--- src/rtl/core/udp_link_session_keepalive_fsm_macros.svh ---
// Assertion helpers shared by the session controller RTL
`ifndef UDP_LINK_SESSION_KEEPALIVE_FSM_MACROS_SVH
`define UDP_LINK_SESSION_KEEPALIVE_FSM_MACROS_SVH

// Same-cycle implication, checked on every rising clock edge outside reset
`define ULSK_ASSERT_NOW(lbl, clk, rst, ante, cons, msg) \
   lbl: assert property (@(posedge clk) disable iff (rst) (ante) |-> (cons)) \
      else $error(msg);

// Next-cycle implication, checked on every rising clock edge outside reset
`define ULSK_ASSERT_NEXT(lbl, clk, rst, ante, cons, msg) \
   lbl: assert property (@(posedge clk) disable iff (rst) (ante) |=> (cons)) \
      else $error(msg);

`endif

--- src/rtl/core/ulsk_pkg.sv ---
package ulsk_pkg;

   // link states
   localparam logic [2:0] ST_NONEXIST   = 3'd0;
   localparam logic [2:0] ST_INIT       = 3'd1;
   localparam logic [2:0] ST_CONNECTING = 3'd2;
   localparam logic [2:0] ST_CONNECTED  = 3'd3;
   localparam logic [2:0] ST_OPEN       = 3'd4;
   localparam logic [2:0] ST_CLOSING    = 3'd5;
   localparam logic [2:0] ST_CLOSED     = 3'd6;
   localparam logic [2:0] ST_BROKEN     = 3'd7;

   // event kinds
   localparam logic [1:0] KIND_TICK  = 2'd0;
   localparam logic [1:0] KIND_CTRL  = 2'd1;
   localparam logic [1:0] KIND_DATA  = 2'd2;
   localparam logic [1:0] KIND_CLOSE = 2'd3;

   // received control codes
   localparam logic [2:0] MSG_REQ_CONNECT = 3'd0;
   localparam logic [2:0] MSG_NTF_CONNECT = 3'd1;
   localparam logic [2:0] MSG_RES_PING    = 3'd2;
   localparam logic [2:0] MSG_REQ_PING    = 3'd3;
   localparam logic [2:0] MSG_REQ_CLOSE   = 3'd4;
   localparam logic [2:0] MSG_NTF_CLOSE   = 3'd5;

   // transmitted codes
   localparam logic [2:0] TX_RES_CONNECT = 3'd0;
   localparam logic [2:0] TX_NTF_CLOSE   = 3'd1;
   localparam logic [2:0] TX_RES_PING    = 3'd2;
   localparam logic [2:0] TX_REQ_PING    = 3'd3;
   localparam logic [2:0] TX_RES_CLOSE   = 3'd4;

   // register indexes
   localparam logic [1:0] CSR_PING_INTERVAL  = 2'd0;
   localparam logic [1:0] CSR_RETRY_INTERVAL = 2'd1;
   localparam logic [1:0] CSR_PING_LIMIT     = 2'd2;

   localparam int unsigned CSR_INDEX_W = 2;
   localparam int unsigned CSR_DATA_W  = 32;

   // reset values
   localparam logic [31:0] RST_PING_INTERVAL  = 32'd5000;
   localparam logic [31:0] RST_RETRY_INTERVAL = 32'd1000;
   localparam logic [7:0]  RST_PING_LIMIT     = 8'd3;
   localparam logic [31:0] START_DEADLINE     = 32'd1000;

   typedef struct packed {
      logic [31:0] ping_interval;
      logic [31:0] retry_interval;
      logic [7:0]  ping_limit;
   } cfg_type;

   typedef struct packed {
      logic [2:0]  state;
      logic [31:0] deadline;
      logic [8:0]  missed;
   } sess_type;

   typedef struct packed {
      logic [1:0]  kind;
      logic [2:0]  msg_code;
      logic [31:0] now_ms;
   } evt_type;

   typedef struct packed {
      logic       send_valid;
      logic [2:0] send_code;
      logic       break_event;
      logic       register_stub;
      logic       forward_data;
      logic [2:0] link_state;
   } res_type;

endpackage

--- src/rtl/core/ulsk_if.sv ---
interface ulsk_req_if;
   logic        valid;
   logic        ready;
   logic [1:0]  kind;
   logic [2:0]  msg_code;
   logic [31:0] now_ms;

   modport source (output valid, kind, msg_code, now_ms, input ready);
   modport sink   (input valid, kind, msg_code, now_ms, output ready);
endinterface

interface ulsk_rsp_if;
   logic       valid;
   logic       ready;
   logic       send_valid;
   logic [2:0] send_code;
   logic       break_event;
   logic       register_stub;
   logic       forward_data;
   logic [2:0] link_state;

   modport source (output valid, send_valid, send_code, break_event, register_stub,
                   forward_data, link_state, input ready);
   modport sink   (input valid, send_valid, send_code, break_event, register_stub,
                   forward_data, link_state, output ready);
endinterface

--- src/rtl/core/ulsk_step.sv ---
module ulsk_step
   import ulsk_pkg::*;
(
   input  sess_type cur,
   input  cfg_type  cfg,
   input  evt_type  evt,
   output sess_type nxt,
   output res_type  res
);

   logic [31:0] since_deadline;
   logic        deadline_hit;
   logic        tx;
   logic [2:0]  tx_code;
   logic        brk;
   logic        reg_stub;

   // wrap-aware now >= deadline
   assign since_deadline = evt.now_ms - cur.deadline;
   assign deadline_hit   = ~since_deadline[31];

   // next session state and outgoing message
   always_comb begin
      nxt      = cur;
      tx       = 1'b0;
      tx_code  = TX_RES_CONNECT;
      brk      = 1'b0;
      reg_stub = 1'b0;
      case (evt.kind)
         KIND_TICK: begin
            case (cur.state)
               ST_CONNECTED: begin
                  tx      = 1'b1;
                  tx_code = TX_RES_CONNECT;
               end
               ST_OPEN: begin
                  if (deadline_hit) begin
                     if (cur.missed > {1'b0, cfg.ping_limit}) begin
                        nxt.state = ST_BROKEN;
                        brk       = 1'b1;
                     end else begin
                        tx           = 1'b1;
                        tx_code      = TX_REQ_PING;
                        nxt.missed   = cur.missed + 9'd1;
                        nxt.deadline = evt.now_ms + cfg.retry_interval;
                     end
                  end
               end
               ST_CLOSING: begin
                  tx      = 1'b1;
                  tx_code = TX_NTF_CLOSE;
               end
               ST_CLOSED: begin
                  tx      = 1'b1;
                  tx_code = TX_RES_CLOSE;
               end
               default: ;
            endcase
         end
         KIND_CTRL: begin
            case (evt.msg_code)
               MSG_REQ_CONNECT: begin
                  if (cur.state inside {ST_CONNECTED, ST_INIT}) begin
                     tx        = 1'b1;
                     tx_code   = TX_RES_CONNECT;
                     nxt.state = ST_CONNECTED;
                  end
               end
               MSG_NTF_CONNECT: begin
                  if (cur.state == ST_CONNECTED) begin
                     nxt.state    = ST_OPEN;
                     reg_stub     = 1'b1;
                     nxt.deadline = evt.now_ms + cfg.ping_interval;
                     nxt.missed   = '0;
                  end
               end
               MSG_RES_PING: begin
                  nxt.deadline = evt.now_ms + cfg.ping_interval;
                  nxt.missed   = '0;
               end
               MSG_REQ_PING: begin
                  if (cur.state == ST_OPEN) begin
                     tx      = 1'b1;
                     tx_code = TX_RES_PING;
                  end
               end
               MSG_REQ_CLOSE: begin
                  tx      = 1'b1;
                  tx_code = TX_RES_CLOSE;
                  if (cur.state inside {ST_CONNECTING, ST_CONNECTED, ST_OPEN, ST_CLOSING})
                  begin
                     nxt.state = ST_CLOSED;
                     brk       = 1'b1;
                  end
               end
               MSG_NTF_CLOSE: begin
                  if (cur.state == ST_CLOSED) nxt.state = ST_NONEXIST;
               end
               default: ;
            endcase
         end
         KIND_DATA: begin
            if (cur.state == ST_OPEN) begin
               nxt.deadline = evt.now_ms + cfg.ping_interval;
               nxt.missed   = '0;
            end
         end
         default: begin
            // local close request
            if (cur.state inside {ST_INIT, ST_BROKEN}) begin
               nxt.state = ST_NONEXIST;
            end else if (cur.state inside {ST_CONNECTING, ST_CONNECTED, ST_OPEN}) begin
               nxt.state = ST_CLOSING;
               tx        = 1'b1;
               tx_code   = TX_NTF_CLOSE;
            end
         end
      endcase
   end

   // result fields
   always_comb begin
      res.send_valid    = tx;
      res.send_code     = tx ? tx_code : TX_RES_CONNECT;
      res.break_event   = brk;
      res.register_stub = reg_stub;
      res.forward_data  = (evt.kind == KIND_DATA);
      res.link_state    = nxt.state;
   end

endmodule

--- src/rtl/core/udp_link_session_keepalive_fsm.sv ---
// Channel  Dir  Payload                                                    Accepted when
// req_if   in   kind, msg_code, now_ms                                     valid & ready
// rsp_if   out  send_valid, send_code, break_event, register_stub,         valid & ready
//               forward_data, link_state
// csr_*    in   csr_index, csr_wdata                                       csr_we
//
// One item per cycle sustained while rsp_if.ready stays high; each item gives exactly one result item.
// Each item passes the event register, then the result register.
// The session update is a single pass through ulsk_step between those registers.
// Reset (synchronous) empties both stages and loads the register defaults.
// A stalled result holds its register; the event stage keeps taking items
// as long as the result register drains or is empty.
`include "udp_link_session_keepalive_fsm_macros.svh"

module udp_link_session_keepalive_fsm
   import ulsk_pkg::*;
(
   input  logic                   clock,
   input  logic                   reset,
   ulsk_req_if.sink               req_if,
   ulsk_rsp_if.source             rsp_if,
   input  logic                   csr_we,
   input  logic [CSR_INDEX_W-1:0] csr_index,
   input  logic [CSR_DATA_W-1:0]  csr_wdata
);

   cfg_type  cfg_ff;
   sess_type sess_ff, sess_in;
   evt_type  evt_ff;
   res_type  res_ff, res_in;
   logic     evt_valid_ff, evt_valid_in;
   logic     out_valid_ff, out_valid_in;
   logic     out_free;
   logic     evt_move;
   logic     req_take;

   // handshake between the two stages
   assign out_free     = ~out_valid_ff | rsp_if.ready;
   assign evt_move     = evt_valid_ff & out_free;
   assign req_if.ready = ~evt_valid_ff | out_free;
   assign req_take     = req_if.valid & req_if.ready;

   assign evt_valid_in = req_take | (evt_valid_ff & ~evt_move);
   assign out_valid_in = evt_move | (out_valid_ff & ~rsp_if.ready);

   // configuration registers
   always_ff @(posedge clock) begin
      if (reset) begin
         cfg_ff.ping_interval  <= RST_PING_INTERVAL;
         cfg_ff.retry_interval <= RST_RETRY_INTERVAL;
         cfg_ff.ping_limit     <= RST_PING_LIMIT;
      end else if (csr_we) begin
         case (csr_index)
            CSR_PING_INTERVAL:  cfg_ff.ping_interval  <= csr_wdata;
            CSR_RETRY_INTERVAL: cfg_ff.retry_interval <= csr_wdata;
            CSR_PING_LIMIT:     cfg_ff.ping_limit     <= csr_wdata[7:0];
            default: ;
         endcase
      end
   end

   // event stage
   always_ff @(posedge clock) begin
      if (reset) evt_valid_ff <= 1'b0;
      else       evt_valid_ff <= evt_valid_in;
   end

   always_ff @(posedge clock) begin
      if (req_take) begin
         evt_ff.kind     <= req_if.kind;
         evt_ff.msg_code <= req_if.msg_code;
         evt_ff.now_ms   <= req_if.now_ms;
      end
   end

   // session update
   ulsk_step u_step (
      .cur (sess_ff),
      .cfg (cfg_ff),
      .evt (evt_ff),
      .nxt (sess_in),
      .res (res_in)
   );

   always_ff @(posedge clock) begin
      if (reset) begin
         sess_ff.state    <= ST_INIT;
         sess_ff.deadline <= START_DEADLINE;
         sess_ff.missed   <= '0;
      end else if (evt_move) begin
         sess_ff <= sess_in;
      end
   end

   // result register
   always_ff @(posedge clock) begin
      if (reset) out_valid_ff <= 1'b0;
      else       out_valid_ff <= out_valid_in;
   end

   always_ff @(posedge clock) begin
      if (evt_move) res_ff <= res_in;
   end

   assign rsp_if.valid         = out_valid_ff;
   assign rsp_if.send_valid    = res_ff.send_valid;
   assign rsp_if.send_code     = res_ff.send_code;
   assign rsp_if.break_event   = res_ff.break_event;
   assign rsp_if.register_stub = res_ff.register_stub;
   assign rsp_if.forward_data  = res_ff.forward_data;
   assign rsp_if.link_state    = res_ff.link_state;

   // checks
   `ULSK_ASSERT_NOW(a_idle_code, clock, reset, out_valid_ff && !res_ff.send_valid, res_ff.send_code == TX_RES_CONNECT, "send_code set without a message")
   `ULSK_ASSERT_NOW(a_stub_open, clock, reset, out_valid_ff && res_ff.register_stub, res_ff.link_state == ST_OPEN, "register_stub outside open state")
   `ULSK_ASSERT_NOW(a_break_state, clock, reset, out_valid_ff && res_ff.break_event, res_ff.link_state == ST_BROKEN || res_ff.link_state == ST_CLOSED, "break_event with link still up")
   `ULSK_ASSERT_NOW(a_open_entry, clock, reset, evt_move && sess_in.state == ST_OPEN && sess_ff.state != ST_OPEN, sess_ff.state == ST_CONNECTED, "link opened from a state other than connected")
   `ULSK_ASSERT_NEXT(a_state_hold, clock, reset, !evt_move, $stable(sess_ff), "session state changed without an item")

endmodule
--- src/flat_wrapper.sv ---
// flat-port wrapper written by rule: the top's interface ports become plain ports
module udp_link_session_keepalive_fsm_flat import ulsk_pkg::*;
  (clock, reset, csr_we, csr_index, csr_wdata, req_if_valid, req_if_kind, req_if_msg_code, req_if_now_ms, req_if_ready, rsp_if_valid, rsp_if_send_valid, rsp_if_send_code, rsp_if_break_event, rsp_if_register_stub, rsp_if_forward_data, rsp_if_link_state, rsp_if_ready);
  ulsk_req_if req_if_i ();
  ulsk_rsp_if rsp_if_i ();
  input  logic clock;
  input  logic reset;
  input  logic csr_we;
  input  logic [CSR_INDEX_W-1:0] csr_index;
  input  logic [CSR_DATA_W-1:0] csr_wdata;
  input wire logic [$bits(req_if_i.valid)-1:0] req_if_valid;
  input wire logic [$bits(req_if_i.kind)-1:0] req_if_kind;
  input wire logic [$bits(req_if_i.msg_code)-1:0] req_if_msg_code;
  input wire logic [$bits(req_if_i.now_ms)-1:0] req_if_now_ms;
  output wire logic [$bits(req_if_i.ready)-1:0] req_if_ready;
  output wire logic [$bits(rsp_if_i.valid)-1:0] rsp_if_valid;
  output wire logic [$bits(rsp_if_i.send_valid)-1:0] rsp_if_send_valid;
  output wire logic [$bits(rsp_if_i.send_code)-1:0] rsp_if_send_code;
  output wire logic [$bits(rsp_if_i.break_event)-1:0] rsp_if_break_event;
  output wire logic [$bits(rsp_if_i.register_stub)-1:0] rsp_if_register_stub;
  output wire logic [$bits(rsp_if_i.forward_data)-1:0] rsp_if_forward_data;
  output wire logic [$bits(rsp_if_i.link_state)-1:0] rsp_if_link_state;
  input wire logic [$bits(rsp_if_i.ready)-1:0] rsp_if_ready;
  assign req_if_i.valid = req_if_valid;
  assign req_if_i.kind = req_if_kind;
  assign req_if_i.msg_code = req_if_msg_code;
  assign req_if_i.now_ms = req_if_now_ms;
  assign req_if_ready = req_if_i.ready;
  assign rsp_if_valid = rsp_if_i.valid;
  assign rsp_if_send_valid = rsp_if_i.send_valid;
  assign rsp_if_send_code = rsp_if_i.send_code;
  assign rsp_if_break_event = rsp_if_i.break_event;
  assign rsp_if_register_stub = rsp_if_i.register_stub;
  assign rsp_if_forward_data = rsp_if_i.forward_data;
  assign rsp_if_link_state = rsp_if_i.link_state;
  assign rsp_if_i.ready = rsp_if_ready;
  udp_link_session_keepalive_fsm u_core (.clock(clock), .reset(reset), .req_if(req_if_i), .rsp_if(rsp_if_i), .csr_we(csr_we), .csr_index(csr_index), .csr_wdata(csr_wdata));
endmodule
--- config.mk ---
export PLATFORM = sky130hd
export DESIGN_NAME = udp_link_session_keepalive_fsm_flat
export DESIGN_NICKNAME = d
export VERILOG_FILES = /design/src/rtl/core/ulsk_pkg.sv /design/src/rtl/core/ulsk_if.sv /design/src/rtl/core/ulsk_step.sv /design/src/rtl/core/udp_link_session_keepalive_fsm.sv /design/src/flat_wrapper.sv
export VERILOG_INCLUDE_DIRS = /design/src /design/src/rtl/core
export SDC_FILE = /design/constraint.sdc
export NUM_CORES = 1
export LEC_CHECK = 0
export ABC_AREA = 0
export BUFFER_PORTS_ARGS = -buffer_cell sky130_fd_sc_hd__buf_4
export CORE_UTILIZATION = 60
export DETAILED_ROUTE_END_ITERATION = 12
export PLACE_DENSITY = 0.79
export SLEW_MARGIN = 40
export SYNTH_ARGS = -nofsm -noshare
export SYNTH_HDL_FRONTEND = slang
export SYNTH_SLANG_ARGS = --single-unit
--- constraint.sdc ---
create_clock -name clock -period 6.6 [get_ports clock]
set_input_delay 0 -clock clock [delete_from_list [all_inputs] [get_ports clock]]
set_output_delay 0 -clock clock [all_outputs]
set_load 0.01 [all_outputs]
==> summary.txt, run 1 <==
Finish
  • ANT cells: 0
  • Final Cell Area: 12,700 um^2
  • Fill cell count: 1,320
  • Multi-input logic area: 6460 um^2
  • Layout cells sized above 1: 0.114
  • Synth-to-Final Area Change: 18.6%
  • Storage cell area: 3770 um^2
  • # nets final: 1,544

Logic synthesis
  • Register area share after synthesis: 0.352
  • Top_reg_cell synth: dfxtp_1
  • XOR/XNOR share of the synthesized area: 0.0499
  • Leading area contributor after synthesis: dfxtp_1
  • Compound-Gate Fraction of Synth Area: 0.246
  • Post-synth EDFFs: 47
  • Syn avg cell area: 8.64 um^2
  • Simple-Gate Fraction of Synth Area: 0.170
  • FF+latch count, synth: 165
  • Top cells by count, synth: 193 x nand2_1, 135 x a21oi_1, 118 x dfxtp_1
  • Portion of netlist area occupied by mux cells: 0.00944
  • Synth cell types: 82
  • Synth top area cells: dfxtp_1 22%, edfxtp_1 13%, ha_1 12%
  • Post-synthesis net count: 1,426
  • Most frequent cell after synthesis: nand2_1
  • Adder-Cell Fraction of Synth Area: 0.126
  • Main combinational cell family by area after synthesis: compound AO/OA/AOI/OAI gates
  • Mapped Area: 10,700 um^2
  • Synth warn: 0
  • Async S/R FF share, synth: 0
  • Top cell type's share of synthesized area: 0.220
  • Post-synthesis cell count: 1,243

Placement
  • Area after DPL: 11,400 um^2
  • I/O Buffers: 87
  • Post-Place Worst Slack: 3090 ps
  • Placer Congestion: 0.910
  • Post-DP HPWL: 19.2 mm

CTS
  • Root Driver: clkbuf_16
  • Inserted Clock Buffers: 17
  • CTS tree: done
  • Num Clock Sinks: 165
  • Postcts setup bufs: 0
  • Worst-Skew Late Latency: 440 ps
  • Max Buffers Root-to-Sink: 2
  • Post-cts sizing count: 0
  • Post-CTS Hold Buffers: 72
  • H-tree levels: 4
  • Clock transition at path regs: 60 ps

Global routing
  • First-pass GRT wire length: 46.0 mm
  • Initial antenna violation count: 0
  • Vias in the first global route: 9,136
  • M3 GR Usage: 0.0535
  • Most used routing layer: met2
  • Met1 usage: 0.423
  • Largest net degree at the start of global routing: 91
  • GRT Overall Usage: 0.322
  • Congestion Overflow GR: 0
  • GR Util met2: 0.535

Critical path
  • CP Launch Point: u_core.evt_ff[2]
  • Critical path required time: 6940 ps
  • Worst Setup End Kind: flop
  • Buf/Inv on CP: 1
  • Critical Path Stages: 11
  • Reg2reg end: u_core.sess_ff[30]
  • RR Startpoint: u_core.evt_ff[2]
  • Most common cell on crit path: a221oi_1
  • Slowest cell on crit path: buf_4
  • Crit-path leading delay family: compound AO/OA/AOI/OAI gates
  • R2R setup slack: 3050 ps
  • Crit path kind: flop to flop
  • Max stage delay on crit path: 570 ps
  • R2R depth: 11
  • Cell Chain, Critical Path: ha_1 -> a21oi_1 -> o21ai_1 -> a221oi_1 -> o211ai_1 -> a31oi_4 -> a2111oi_4 -> nor3_4 -> buf_4 -> a221oi_1 -> a211oi_1
  • Worst-path maximum fanout: 46
  • CP endpoint: u_core.sess_ff[30]
  • Arrival time of the worst setup path: 3900 ps
  • Crit path launch type: flop

Die
  • I/O Pins: 88
  • Die footprint: 18,400 um^2
  • Die Span Y: 136 um
  • # rows: 48
  • Chip width: 136 um
  • Initial core utilization: 0.619
  • Core Region: 17,400 um^2

Drt
  • Routed len/inst: 18.2 um
  • Final WL: 29.1 mm
  • First-pass iteration count of the detailed router: 6
  • Drt initial violations: 862
  • Routed vias: 9,821
  • Vias/cell: 6.14
  • Antenna-violating nets left: 0
  • DRC violations left: 0

Run
  • Max_cap viols: 0

STA
  • Final Critical Period: 3550 ps
  • RSZ-0062 raised after global routing: no
  • Fmax achieved: 281 MHz
  • Period utilization: 0.539
  • Sum of negative setup slack: 0 ps
  • Headroom to the max-slew limit: 0.435
  • Final Hold Fails: 0
  • Worst slew pin tran: 847 ps
  • Worst setup margin: 3050 ps
  • Final clock skew: 10.0 ps
  • Fin. max-slew vios: 0
  • Final setup vio count: 0

Power and ir drop
  • Static leakage: 5.35 nW
  • P per Cell Area: 209 nW/um^2
  • Peak VDD IR: 196 uV
  • Tot Pwr: 2.66 mW

Status
  • Status: completed

Worst hold path
  • Worst hold path class: primary input to flop
-- cell families after synthesis --
group                    after synthesis
XOR/XNOR                              58
adder cells (fa/ha/maj)              107
AO/OA/AOI/OAI                        387
multiplexers                          10
flip-flops                           165
AND/OR/NAND/NOR                      390
buffers and inverters                126
-- state kept, by name, summed over array words and instances, names as in the netlist --
register                     flops
u_core.evt_ff                   37
u_core.rsp_if.send_valid         1
u_core.rsp_if.send_code          3
u_core.evt_valid_ff              1
u_core.rsp_if.register_stub      1
u_core.rsp_if.forward_data       1
u_core.rsp_if.link_state         3
u_core.rsp_if.valid              1
u_core.cfg_ff                   72
u_core.rsp_if.break_event        1
u_core.sess_ff                  44
-- final cells by class --
cell class	instances	share of cell area
clock buffers	20	0.0343
clock inverters	12	0.0103
inverters	61	0.0180
multi-input cells	952	0.508
flip-flops and latches	165	0.296
well taps	225	0.0221
repair buffers	164	0.111
-- cells in the final DEF (no fill, tap or decap), types with 28 or more instances in the layout --
cell,netlist,layout
o21ai_0,52,51
a211oi_1,31,31
nand2_1,193,193
edfxtp_1,47,47
nor2_1,63,63
dlygate4sd3_1,0,72
buf_4,6,91
a21o_1,35,35
ha_1,105,105
xnor2_1,41,41
nand3_1,28,28
a221oi_1,29,29
dfxtp_1,118,118
a21oi_1,135,135
inv_1,61,61
-- how the worst min path moves through the flow --
stage	start	to	cells past startpoint
3_5_place_dp	req_if_msg_code[2]	u_core.evt_ff[34]	1
6_report	reset	u_core.cfg_ff[2]	2
3_3_place_gp	req_if_msg_code[2]	u_core.evt_ff[34]	1
2_1_floorplan	req_if_now_ms[0]	u_core.evt_ff[0]	0
4_1_cts	reset	u_core.cfg_ff[2]	2
5_1_grt	reset	u_core.cfg_ff[7]	2
-- worst register-to-register path: cells and delay by family (launching register included) --
family                     cells  cell delay, ps
adders and majority gates      1             330
buffers and inverters          1             570
DFF                            1             450
and+or+nand+nor                1             450
AOI/OAI and AO/OA              8            1660
-- per-layer routing --
layer / vias up / part of all wire / routed length (um)
met4: 0 / 0.020 / 574
met2: 433 / 0.47 / 13700
li1: 4775 / - / -
met1: 4559 / 0.44 / 12700
met3: 54 / 0.072 / 2100
met5: - / 0 / 0
-- power breakdown --
part           internal (mW)  switching [mW]  total (mW)
clock network          0.556           0.420       0.977
logic                  0.239           0.307       0.546
registers               1.09          0.0400        1.13
total                   1.89           0.767        2.66
-- through the flow --
step                      std cells   util  hold slack (ps)
after floorplan                1243      -             98.9
after global placement         1495  0.659              178
after detailed placement       1495  0.659              179
after CTS                      1599  0.734             71.6
after global routing           1599  0.734              107
final                          1599  0.734             55.7
Power figures use the tool's default switching activity.
==> inputs of run 2 (changes only) <==
Clock period 6.6 ns to 3.3 ns, I/O delays scaled along.
==> summary.txt, run 2 (synthesized netlist as in run 1, its figures left out) <==
Global routing
  • Congestion Overflow GR: 0 (unchanged)
  • Vias in the first global route: 9,385 (+2.7%)
  • Largest net degree at the start of global routing: 90 (-1.1%)
  • First-pass GRT wire length: 47.7 mm (+3.8%)
  • GRT Overall Usage: 0.335 (+0.0126)
  • Initial antenna violation count: 0 (unchanged)

Drt
  • Routed vias: 10,000 (+2.3%)
  • Routed len/inst: 18.6 um (+2.1%)
  • DRC violations left: 0 (unchanged)
  • Final WL: 30.2 mm (+3.7%)
  • Vias/cell: 6.19 (+0.74%)
  • Drt initial violations: 931 (+8.0%)
  • Antenna-violating nets left: 0 (unchanged)
  • First-pass iteration count of the detailed router: 5 (-1)

STA
  • Period utilization: 0.967 (+0.428)
  • Fmax achieved: 313 MHz (+11%)
  • RSZ-0062 raised after global routing: yes
  • Final clock skew: 11.4 ps (+1.41 ps)
  • Final Critical Period: 3190 ps (-364 ps)
  • Worst slew pin tran: 836 ps (-11.0 ps)
  • Headroom to the max-slew limit: 0.442 (+0.00673)
  • Fin. max-slew vios: 0 (unchanged)
  • Worst setup margin: 110 ps (-2940 ps)
  • Final Hold Fails: 0 (unchanged)
  • Final setup vio count: 0 (unchanged)

Die
  • Chip width: 136 um (unchanged)
  • Core Region: 17,400 um^2 (unchanged)
  • # rows: 48 (unchanged)
  • Initial core utilization: 0.619 (unchanged)
  • Die footprint: 18,400 um^2 (unchanged)
  • Die Span Y: 136 um (unchanged)
  • I/O Pins: 88 (unchanged)

Critical path
  • Arrival time of the worst setup path: 3560 ps (-340 ps)
  • Critical path required time: 3670 ps (-3270 ps)
  • Worst Setup End Kind: flop
  • Crit path launch type: flop
  • RR Startpoint: u_core.evt_ff[18]
  • Worst-path maximum fanout: 4 (-91%)
  • CP Launch Point: u_core.evt_ff[18]
  • Crit path kind: flop to flop
  • R2R depth: 11 (unchanged)

Finish
  • ANT cells: 0 (unchanged)
  • Synth-to-Final Area Change: 21.6%
  • Fin util: 0.752 (+0.0182)
  • Most frequent cells in the layout: 193 x nand2_1, 132 x a21oi_1, 118 x dfxtp_1, 113 x buf_4, 104 x ha_1
  • Layout cells sized above 1: 0.139 (+0.0251)
  • Largest regs: u_core.cfg_ff x72, u_core.sess_ff x44, u_core.evt_ff x37
  • Largest register by flop count: u_core.cfg_ff
  • Max reg flops: 72 (unchanged)
  • Fill cell count: 1,266 (-4.1%)
  • Most common cell after layout, fill and taps aside: nand2_1
  • # nets final: 1,569 (+1.6%)

Worst hold path
  • Worst hold stages: 4 (+2)
  • Worst hold path class: primary input to flop
  • Min-delay src: csr_we

Placement
  • Post-Place Worst Slack: 49.4 ps (-3040 ps)
  • I/O Buffers: 87 (unchanged)
  • Post-DP HPWL: 20.2 mm (+5.1%)
  • Placer Congestion: 0.905 (-0.48%)

CTS
  • Max Buffers Root-to-Sink: 2 (unchanged)
  • CTS tree: done
  • Worst-Skew Late Latency: 450 ps (about the same)
  • Root Driver: clkbuf_16
  • Inserted Clock Buffers: 17 (unchanged)
  • Clock transition at path regs: 70 ps (about the same)
  • Num Clock Sinks: 165 (unchanged)
  • H-tree levels: 4 (unchanged)

Power and ir drop
  • P per Cell Area: 421 nW/um^2 (+100%)
  • Peak VDD IR: 505 uV (+160%)
  • Static leakage: 5.52 nW (+3.1%)

Status
  • Status: completed

Run
  • Max_cap viols: 0 (unchanged)
run 2: cell types whose count changed in the layout (fill, tap and decap cells not counted), moves of 3 or more:
| cell | delta |
|---|---|
| clkbuf_1 | -3 |
| a21oi_2 | +3 |
| buf_12 | +3 |
| inv_6 | +3 |
| a21oi_1 | -3 |
| buf_4 | +22 |
run 2: through the flow:
step                      hold WS, ps  std cells  setup TNS, ps  total power, mW  instance area [um^2]
after floorplan                  98.9       1243              0             3.01                 10700
final                             156       1624              0             5.49                 13000
after detailed placement          179       1515              0             3.34                 11600
after global routing              178       1624          -25.5             5.68                 13000
after global placement            178       1515              0             3.31                 11600
after CTS                         163       1619              0             5.45                 13000
run 2: worst max-delay path, stage by stage, from the launching register on:
cell and delay, ps:
edfxtp_1 440, ha_1 360, a21oi_1 190, o21ai_2 110, a221oi_1 300, o211ai_1 210
a31oi_4 290, buf_4 180, xnor3_1 190, nand2b_1 160, or4_1 530, a21oi_1 160
run 2: where the power goes:
group	internal, mW	leakage, nW	switching [mW]	total, mW
sequential	2.19	1.42	0.0777	2.27
clock	1.19	0.290	0.880	2.07
combinational	0.512	3.81	0.637	1.15
run 2: final timing paths:
| check | to | slack (ps) |
|---|---|---|
| setup / recovery | u_core.sess_ff[4] | 110 |
| hold / removal | u_core.cfg_ff[38] | 160 |
| setup reg to reg | u_core.sess_ff[4] | 110 |
| hold reg to reg | u_core.cfg_ff[19] | 460 |
run 2: layout make-up:
class                   instances  area, um^2  area share
clock buffers                  17         425      0.0326
clock inverters                15         175      0.0134
inverters                      61         229      0.0175
multi-input cells             952        6520       0.500
flip-flops and latches        165        3770       0.289
well taps                     225         282      0.0216
repair buffers                189        1640       0.126
run 2: timing repair:
| action | CTS | global route |
|---|---|---|
| endpoints found under the hold margin | 111 | 0 |
| cloned | 0 | 0 |
| buffers inserted | 0 | 4 |
| endpoints found under the setup margin | 1 | 27 |
| hold buffers | 72 | 0 |
| gates resized for setup | 1 | 13 |
| pin swaps | 0 | 4 |
run 2: layer usage:
layer,up-vias,global-route usage,routed length (um)
li1,4832,-,-
met1,4754,0.440,13400
met2,392,0.553,14200
met3,70,0.0460,1780
met4,0,0.131,814
met5,-,0,0
